<file path="src/design/ycc_pkg.sv">
// Shared types and constants for the YCbCr/RGB color converter.
// Holds Q16 coefficient tables, offsets, register indexes and the stage control word.
package ycc_pkg;

	localparam int COMP_W  = 8;
	localparam int X_W     = 9;
	localparam int COEF_W  = 18;
	localparam int PROD_W  = X_W + COEF_W;
	localparam int ACC_W   = PROD_W + 1;
	localparam int FRAC_W  = 16;
	localparam int CFG_IDX_W  = 2;
	localparam int CFG_DATA_W = 9;

	localparam logic [CFG_IDX_W-1:0] REG_DIRECTION = 2'd0;
	localparam logic [CFG_IDX_W-1:0] REG_LUMA_OFS  = 2'd1;
	localparam logic [CFG_IDX_W-1:0] REG_SWAP_GB   = 2'd2;

	localparam logic DIR_YCC_TO_RGB = 1'b0;
	localparam logic DIR_RGB_TO_YCC = 1'b1;

	typedef logic signed [X_W-1:0]    x_t;
	typedef logic signed [COEF_W-1:0] coef_t;
	typedef logic signed [PROD_W-1:0] prod_t;
	typedef logic signed [ACC_W-1:0]  acc_t;

	typedef struct packed {
		logic valid;
		logic last;
		logic swap;
	} ctl_t;

	// [direction][output channel][input component], signed Q16 values carrying the sign of the term
	localparam coef_t COEF [2][3][3] = '{
		'{
			'{18'sd65536,  18'sd0,      18'sd91881},
			'{18'sd65536, -18'sd22554, -18'sd46820},
			'{18'sd65536,  18'sd116130, 18'sd0}
		},
		'{
			'{ 18'sd19595,  18'sd38470,  18'sd7471},
			'{-18'sd11056, -18'sd21712,  18'sd32768},
			'{ 18'sd32768, -18'sd27440, -18'sd5328}
		}
	};

	// chroma midpoint 128 in Q16 for the Cb and Cr outputs
	localparam acc_t BASE [2][3] = '{
		'{28'sd0, 28'sd0,       28'sd0},
		'{28'sd0, 28'sd8388608, 28'sd8388608}
	};

endpackage

</file>
<file path="src/design/ycc_mac.sv">
// Product and sum stages of the converter: nine signed products, then three sums.
// Depends on ycc_pkg for coefficient tables and the control word.
module ycc_mac
	import ycc_pkg::*;
(
	input  logic clk,
	input  logic arst_n,
	input  ctl_t ctl_s1,
	input  logic dir_s1,
	input  x_t   x_s1 [3],
	output ctl_t ctl_s3,
	output acc_t acc_s3 [3]
);

	ctl_t  ctl_s2;
	logic  dir_s2;
	prod_t prod_s2 [3][3];

	always_ff @(posedge clk or negedge arst_n) begin
		if (!arst_n) begin
			ctl_s2 <= '0;
			ctl_s3 <= '0;
		end else begin
			ctl_s2 <= ctl_s1;
			ctl_s3 <= ctl_s2;
		end
	end

	always_ff @(posedge clk) begin
		dir_s2 <= dir_s1;
		for (int k = 0; k < 3; k++) begin
			for (int j = 0; j < 3; j++) begin
				prod_s2[k][j] <= prod_t'(COEF[dir_s1][k][j]) * prod_t'(x_s1[j]);
			end
		end
	end

	always_ff @(posedge clk) begin
		for (int k = 0; k < 3; k++) begin
			acc_s3[k] <= BASE[dir_s2][k] + ACC_W'(prod_s2[k][0])
				+ ACC_W'(prod_s2[k][1]) + ACC_W'(prod_s2[k][2]);
		end
	end

endmodule

</file>
<file path="src/design/ycc_sat.sv">
// Output stage: floors Q16 sums, saturates to 0..255 and applies the green/blue swap.
// Depends on ycc_pkg for widths and the control word.
module ycc_sat
	import ycc_pkg::*;
(
	input  logic              clk,
	input  logic              arst_n,
	input  ctl_t              ctl_s3,
	input  acc_t              acc_s3 [3],
	output logic              done,
	output logic              last_pixel,
	output logic [COMP_W-1:0] out0,
	output logic [COMP_W-1:0] out1,
	output logic [COMP_W-1:0] out2
);

	logic [COMP_W-1:0] sat [3];

	always_comb begin
		for (int k = 0; k < 3; k++) begin
			if (acc_s3[k][ACC_W-1]) begin
				sat[k] = '0;
			end else if (|acc_s3[k][ACC_W-2:FRAC_W+COMP_W]) begin
				sat[k] = '1;
			end else begin
				sat[k] = acc_s3[k][FRAC_W+COMP_W-1:FRAC_W];
			end
		end
	end

	always_ff @(posedge clk or negedge arst_n) begin
		if (!arst_n) begin
			done <= 1'b0;
		end else begin
			done <= ctl_s3.valid;
		end
	end

	always_ff @(posedge clk) begin
		last_pixel <= ctl_s3.last;
		out0       <= sat[0];
		out1       <= ctl_s3.swap ? sat[2] : sat[1];
		out2       <= ctl_s3.swap ? sat[1] : sat[2];
	end

endmodule

</file>
<file path="src/design/ycbcr_rgb_color_convert.sv">
// Top level of the YCbCr/RGB color converter: config registers and input stage.
// Depends on ycc_pkg, ycc_mac and ycc_sat.
//
//   channel   handshake        word
//   input     start / busy     comp0, comp1, comp2, frame_end
//   result    done             out0, out1, out2, last_pixel
//   config    cfg_wr_en        cfg_index, cfg_data
//
// One pixel enters per clock; busy stays low. Each pixel passes through the input stage,
// product stage, sum stage and saturation stage before its result leaves.
// arst_n clears the config registers and all stage valid bits.
// The receiver cannot stall, so the pipeline never holds.
module ycbcr_rgb_color_convert
	import ycc_pkg::*;
(
	input  logic                  clk,
	input  logic                  arst_n,
	input  logic                  start,
	output logic                  busy,
	input  logic [COMP_W-1:0]     comp0,
	input  logic [COMP_W-1:0]     comp1,
	input  logic [COMP_W-1:0]     comp2,
	input  logic                  frame_end,
	output logic                  done,
	output logic [COMP_W-1:0]     out0,
	output logic [COMP_W-1:0]     out1,
	output logic [COMP_W-1:0]     out2,
	output logic                  last_pixel,
	input  logic                  cfg_wr_en,
	input  logic [CFG_IDX_W-1:0]  cfg_index,
	input  logic [CFG_DATA_W-1:0] cfg_data
);

	logic                   direction_q;
	logic signed [X_W-1:0]  luma_offset_q;
	logic                   swap_q;

	logic signed [X_W:0]    y_sum;
	logic [COMP_W-1:0]      y_clamp;
	x_t                     x_in [3];

	ctl_t ctl_s1;
	logic dir_s1;
	x_t   x_s1 [3];
	ctl_t ctl_s3;
	acc_t acc_s3 [3];

	assign busy = 1'b0;

	always_ff @(posedge clk or negedge arst_n) begin
		if (!arst_n) begin
			direction_q   <= DIR_YCC_TO_RGB;
			luma_offset_q <= '0;
			swap_q        <= 1'b0;
		end else if (cfg_wr_en) begin
			unique case (cfg_index)
				REG_DIRECTION: direction_q   <= cfg_data[0];
				REG_LUMA_OFS:  luma_offset_q <= cfg_data;
				REG_SWAP_GB:   swap_q        <= cfg_data[0];
				default: ;
			endcase
		end
	end

	always_comb begin
		y_sum = $signed({2'b00, comp0}) + (X_W+1)'(luma_offset_q);
		if (y_sum[X_W]) begin
			y_clamp = '0;
		end else if (y_sum[X_W-1]) begin
			y_clamp = '1;
		end else begin
			y_clamp = y_sum[COMP_W-1:0];
		end
		if (direction_q == DIR_RGB_TO_YCC) begin
			x_in[0] = $signed({1'b0, comp0});
			x_in[1] = $signed({1'b0, comp1});
			x_in[2] = $signed({1'b0, comp2});
		end else begin
			x_in[0] = $signed({1'b0, y_clamp});
			x_in[1] = $signed({~comp1[COMP_W-1], ~comp1[COMP_W-1], comp1[COMP_W-2:0]});
			x_in[2] = $signed({~comp2[COMP_W-1], ~comp2[COMP_W-1], comp2[COMP_W-2:0]});
		end
	end

	always_ff @(posedge clk or negedge arst_n) begin
		if (!arst_n) begin
			ctl_s1 <= '0;
		end else begin
			ctl_s1.valid <= start;
			ctl_s1.last  <= frame_end;
			ctl_s1.swap  <= swap_q & (direction_q == DIR_YCC_TO_RGB);
		end
	end

	always_ff @(posedge clk) begin
		dir_s1 <= direction_q;
		for (int j = 0; j < 3; j++) begin
			x_s1[j] <= x_in[j];
		end
	end

	ycc_mac u_mac (
		.clk    (clk),
		.arst_n (arst_n),
		.ctl_s1 (ctl_s1),
		.dir_s1 (dir_s1),
		.x_s1   (x_s1),
		.ctl_s3 (ctl_s3),
		.acc_s3 (acc_s3)
	);

	ycc_sat u_sat (
		.clk        (clk),
		.arst_n     (arst_n),
		.ctl_s3     (ctl_s3),
		.acc_s3     (acc_s3),
		.done       (done),
		.last_pixel (last_pixel),
		.out0       (out0),
		.out1       (out1),
		.out2       (out2)
	);

endmodule

</file>
<file path="config.mk">
export PLATFORM = sky130hd
export DESIGN_NAME = ycbcr_rgb_color_convert
export DESIGN_NICKNAME = d
export VERILOG_FILES = /design/src/design/ycc_pkg.sv /design/src/design/ycc_mac.sv /design/src/design/ycc_sat.sv /design/src/design/ycbcr_rgb_color_convert.sv
export SDC_FILE = /design/constraint.sdc
export NUM_CORES = 2
export LEC_CHECK = 0
export BUFFER_PORTS_ARGS = -buffer_cell sky130_fd_sc_hd__buf_2
export CAP_MARGIN = 10
export CORE_ASPECT_RATIO = 0.9
export CORE_MARGIN = 10
export CORE_UTILIZATION = 45
export CTS_CLUSTER_DIAMETER = 30
export DETAILED_ROUTE_END_ITERATION = 8
export PLACE_DENSITY = 0.61
export SLEW_MARGIN = 20
export SYNTH_ARGS = -nofsm -noshare
export SYNTH_HDL_FRONTEND = slang
export SYNTH_SLANG_ARGS = --single-unit
</file>
<file path="constraint.sdc">
create_clock -name clk -period 9.05 [get_ports clk]
set_input_delay 0.905 -clock clk [delete_from_list [all_inputs] [get_ports clk]]
set_output_delay 0.905 -clock clk [all_outputs]
set_load 0.03 [all_outputs]
</file>
**Yosys cells after proc, flatten, opt, wreduce, memory -nomap -nowiden**

Memory sizes are Yosys's and may differ from the RTL's.
Index checks and enable logic that the tools add are counted.

- Register bits: 158
- Memory bits (writable): 243
- Input port bits: 40
- Output and inout port bits: 27
- Word-level logic and storage cells: 80
- Memories: 1

Memory list:

| name | words | bits a word | read ports | clocked after memory_dff | write ports | RTL line | RTL |
|---|---|---|---|---|---|---|---|
| u_mac.prod_s2 | 3 | 81 | 3 | 0 | 3 | ycc_mac.sv:17 | `prod_t prod_s2 [3][3];` |

- Add/subtract/negate cells: 10
- $mul: 9
- Order comparisons: 2
- Equality and inequality tests: 2
- Multiplexer cells: 16
- Bitwise logic cells: 6
- Reduce and logical (&&, ||, !) cells: 7

Operators by type and width:

| kind | count |
|---|---|
| $mux W162 | 2 |
| $add A28 B27 Y28 | 9 |
| $mul A18 B9 Y27 | 9 |
| $mux W84 | 2 |
| $mux W161 | 1 |
| $mux W8 | 9 |
| $mux W52 | 1 |
| $mux W26 | 1 |
| $add A9 B9 Y10 | 1 |
| $reduce_or A3 Y1 | 3 |
| $reduce_and A2 Y1 | 3 |
| $ge A2 B2 Y1 const B | 2 |
| $not A1 Y2 | 2 |
| $not A1 Y1 | 3 |
| $eq A2 B1 Y1 const B | 1 |
| $eq A2 B2 Y1 const B | 1 |
| $logic_not A2 Y1 | 1 |
| $and A1 B1 Y1 | 1 |

**Logic depth before layout (Yosys ltp)**

- Word-level depth: 7
- Depth in mapped cells: 25
- Gate-level depth less buffers: 23

**By module**

Synthesis repeated with hierarchy kept, for this count alone.

- Cell total of the unflattened synthesis: 3892
- Area total of the unflattened synthesis: 39631.8 µm²

Modules (own cells, without submodules):

| module | times used | cells an instance | area each (µm²) | seq. area each (µm²) |
|---|---|---|---|---|
| ycc_mac | 1 | 3671 | 37034.3 | 6055.8 |
| ycbcr_rgb_color_convert | 1 | 131 | 1577.8 | 890.9 |
| ycc_sat | 1 | 90 | 1019.7 | 525.5 |

**Worst setup path before layout**

No wires, ideal clock.

- Kind: register to register
- Start point: register dir_s1
- End point: memory u_mac.prod_s2[0][26] (netlist name)
- Library setup time: 72 ps
- Data arrival time: 5850 ps
- Data required time: 8978 ps
- Setup slack: 3128 ps
- Stages on the path, launching flop included: 23
- Buffers on the path: 3
- Clock period less this slack: 5922 ps
- Path through: dfxtp_1 clkbuf_1 inv_1 clkbuf_1 buf_1 nand2_1 inv_1 fa_1 fa_1 inv_1 fa_1 inv_1 fa_1 fa_1 ha_1 a21oi_1 o211ai_1 a221oi_4 a21oi_2 a211o_1 a31o_1 a21oi_2 xnor2_1

RTL lines:

| what | RTL line | RTL |
|---|---|---|
| start, declared | ycbcr_rgb_color_convert.sv:43 | `logic dir_s1;` |
| start signal, assigned | ycbcr_rgb_color_convert.sv:96 | `dir_s1 <= direction_q;` |
| end, declared | ycc_mac.sv:17 |  |

==> results.json <==
{
  "status": "completed",
  "post_cts_buffers": 0,
  "detailed_routing_iteration_count_for_the_pre_antenna_repair_pass": 6,
  "synth.distinct_cells": 77,
  "synth-warning-count": 0,
  "ctsLongestPathBuffers": 3,
  "rows": 96,
  "drv_slew": 0,
  "ys_async_rst_share": 0.0662,
  "layout_worst_path_cycle_share": 0.753,
  "synth_seq_cells": 317,
  "cts_tree": "built",
  "rsz0062_at_grt": "no",
  "worst_setup_hold_path_clk_slew_ns": 0.05,
  "largest_net_degree_at_the_start_of_global_routing": 46,
  "core_region_area_mm2": 0.0766,
  "number_of_port_buffers": 65,
  "crit_required_ns": 9.59,
  "clock_tree.htree_level_count": 3,
  "grt_first_pass_wirelength_mm": 134,
  "final.setup.tns_ns": 0,
  "setup_viol": 0,
  "synth_largest_type_area_fraction": 0.271,
  "criticalPathCategory": "flip-flop to flip-flop",
  "grt_antenna_before_repair": 5,
  "max_cap_violations": 0,
  "startpoint_type": "flip-flop",
  "avgRoutedWirePerCell_um": 17.7,
  "detailedPlacementHpwl_mm": 70.3,
  "rd_place_congestion": 0.925,
  "detail_route.iter0.violations": 1175,
  "cell_at_the_root_of_the_clock_tree": "sky130_fd_sc_hd__clkbuf_16",
  "postSynth.topFlopCell": "sky130_fd_sc_hd__dfxtp_1",
  "most-common-layout-cells": "sky130_fd_sc_hd__ha_1, sky130_fd_sc_hd__inv_1, sky130_fd_sc_hd__fa_1",
  "critPathArrivalTime_ns": 7.36,
  "synth_edf_count": 0,
  "post_synth_instance_area_mm2": 0.0349,
  "first_global_vias": 24400,
  "route.antenna.remaining_nets": 0,
  "clock_latency_ns": 0.62,
  "final_common_cell": "sky130_fd_sc_hd__ha_1",
  "detailroute.via_count": 23300,
  "ctsResizeCount": 0,
  "avgSynthCellArea_um2": 10.2,
  "io_pins": 67,
  "synthCells": 3410,
  "wl_mm": 82.3,
  "clkSinkCount": 317,
  "fillerInstances": 7010,
  "register_area_share_after_synthesis": 0.185,
  "post_route_cells_drive_above_1_share": 0.0768,
  "min-delay-path-class": "input pin to async pin",
  "post_route_drc_violation_count": 0,
  "nNetsFinal": 4769,
  "tightest_slew_ns": 1.08,
  "die-width_um": 314,
  "dieArea_mm2": 0.0892,
  "timing.critical_path.to_type": "flip-flop",
  "fmax_ghz": 0.147,
  "synth.largest_area_cell": "sky130_fd_sc_hd__fa_1",
  "viasPerCell": 5.01,
  "timing.clock.skew_ns": 0.0213,
  "cp_max_fo": 19,
  "tot_gr_track_use": 0.191,
  "post_synth_main_area_contributors": "sky130_fd_sc_hd__fa_1, sky130_fd_sc_hd__ha_1, sky130_fd_sc_hd__dfxtp_1, sky130_fd_sc_hd__inv_1, sky130_fd_sc_hd__xnor2_1",
  "holdBufCountCts": 0,
  "timing.final.crit_period_ns": 6.82,
  "report.final.hold_viol_count": 0,
  "effective_utilization_at_floorplan": 0.456,
  "gr-total-overflow": 0,
  "fp.dieH_um": 284,
  "relSlewSlack": 0.272,
  "synthToLayoutAreaGrowth_pct": 12.5,
  "cts_buffers": 77
}
## registers in the layout, indices dropped and copies added (netlist names), 8 cells and up
register	cells
u_sat.out0	8
u_sat.out1	8
u_mac.prod_s2	207
u_sat.out2	8
x_s1	26
luma_offset_q	9
u_mac.acc_s3	36
## routing by layer
layer	part of all wire	global-route usage	vias to the layer above
met3	0.058	0.0403	157
met5	0.00016	0	-
met4	0.030	0.0555	2
met1	0.48	0.267	11300
li1	-	-	11300
met2	0.43	0.292	508
## final timing paths
path | from | cells past startpoint | endpoint | slack [ns]
setup / recovery | x_s1[16] | 18 | u_mac.prod_s2[0][52] | 2.23
hold / removal | arst_n | 1 | direction_q | 0.25
setup reg to reg | x_s1[16] | 18 | u_mac.prod_s2[0][52] | 2.23
hold reg to reg | u_mac.ctl_s3[1] | 0 | u_sat.last_pixel | 0.34
max in group asynchronous | arst_n | 1 | luma_offset_q[6] | 8.47
min in group clk | u_mac.ctl_s3[1] | 0 | u_sat.last_pixel | 0.34
## stage by stage
| stage | instances | hold WS [ns] | setup slack [ns] | cell area, um2 | util |
|---|---|---|---|---|---|
| 2_1_floorplan | 3440 | 0.324 | 3.13 | 35000 | - |
| 3_3_place_gp | 4495 | 0.325 | 2.28 | 36500 | 0.477 |
| 3_5_place_dp | 4495 | 0.331 | 2.29 | 36500 | 0.477 |
| 4_1_cts | 4637 | 0.238 | 2.28 | 39300 | 0.513 |
| 5_1_grt | 4637 | 0.263 | 1.78 | 39300 | 0.513 |
| 6_report | 4642 | 0.249 | 2.23 | 39300 | 0.513 |
## area by class of cell
cell class,instances,area [um2],share of cell area
multi-input combinational,2437,26000,0.662
inverter,642,2410,0.0613
clock inverter,51,674,0.0172
clock buffer,91,2100,0.0534
sequential,317,6450,0.164
antenna,5,12.5,0.000318
timing repair buffer,70,363,0.00923
tap,1029,1290,0.0327
## kinds of logic after synthesis
| family | synth area share |
|---|---|
| adder cells (fa/ha/maj) | 0.526 |
| buffers and inverters | 0.0738 |
| AND/OR/NAND/NOR | 0.0722 |
| AO/OA/AOI/OAI | 0.0796 |
| flip-flops | 0.185 |
| XOR/XNOR | 0.0552 |
| multiplexers | 0.00870 |
| other | 0.000215 |
## cell usage after synthesis (13+ instances only)
cell / number
sky130_fd_sc_hd__xnor2_1: 172
sky130_fd_sc_hd__o21bai_1: 13
sky130_fd_sc_hd__a21oi_1: 123
sky130_fd_sc_hd__nor3_1: 39
sky130_fd_sc_hd__a211oi_1: 19
sky130_fd_sc_hd__a21o_1: 50
sky130_fd_sc_hd__xor2_1: 48
sky130_fd_sc_hd__or3_1: 13
sky130_fd_sc_hd__and3_1: 18
sky130_fd_sc_hd__inv_1: 641
sky130_fd_sc_hd__nand3_1: 22
sky130_fd_sc_hd__or2_2: 16
sky130_fd_sc_hd__nor2b_1: 27
sky130_fd_sc_hd__o21a_1: 28
sky130_fd_sc_hd__o21ai_1: 13
sky130_fd_sc_hd__dfrtp_1: 21
sky130_fd_sc_hd__dfxtp_1: 296
sky130_fd_sc_hd__fa_1: 473
sky130_fd_sc_hd__mux2_2: 27
sky130_fd_sc_hd__o21ai_0: 73
sky130_fd_sc_hd__nor2_1: 218
sky130_fd_sc_hd__nand2b_1: 29
sky130_fd_sc_hd__ha_1: 711
sky130_fd_sc_hd__nand2_1: 145
sky130_fd_sc_hd__clkbuf_1: 38
sky130_fd_sc_hd__a31oi_1: 17
## critical path, stage by stage (launching register included)
cell	delay [ns]
sky130_fd_sc_hd__dfxtp_1	0.90
sky130_fd_sc_hd__nand2_1	0.33
sky130_fd_sc_hd__xnor2_1	0.93
sky130_fd_sc_hd__xnor2_1	0.45
sky130_fd_sc_hd__fa_1	0.62
sky130_fd_sc_hd__fa_1	0.57
sky130_fd_sc_hd__inv_1	0.06
sky130_fd_sc_hd__fa_1	0.52
sky130_fd_sc_hd__ha_1	0.32
sky130_fd_sc_hd__ha_1	0.36
sky130_fd_sc_hd__and3_1	0.20
sky130_fd_sc_hd__a211oi_1	0.22
sky130_fd_sc_hd__nand2b_1	0.16
sky130_fd_sc_hd__nor2_1	0.08
sky130_fd_sc_hd__a221o_1	0.33
sky130_fd_sc_hd__nor3_1	0.23
sky130_fd_sc_hd__o21bai_1	0.12
sky130_fd_sc_hd__a21oi_1	0.19
sky130_fd_sc_hd__xor2_1	0.16
Power is left out: the tool's default activity adds up to more than one toggle a clock period on the data nets, which glitch-free logic cannot reach.
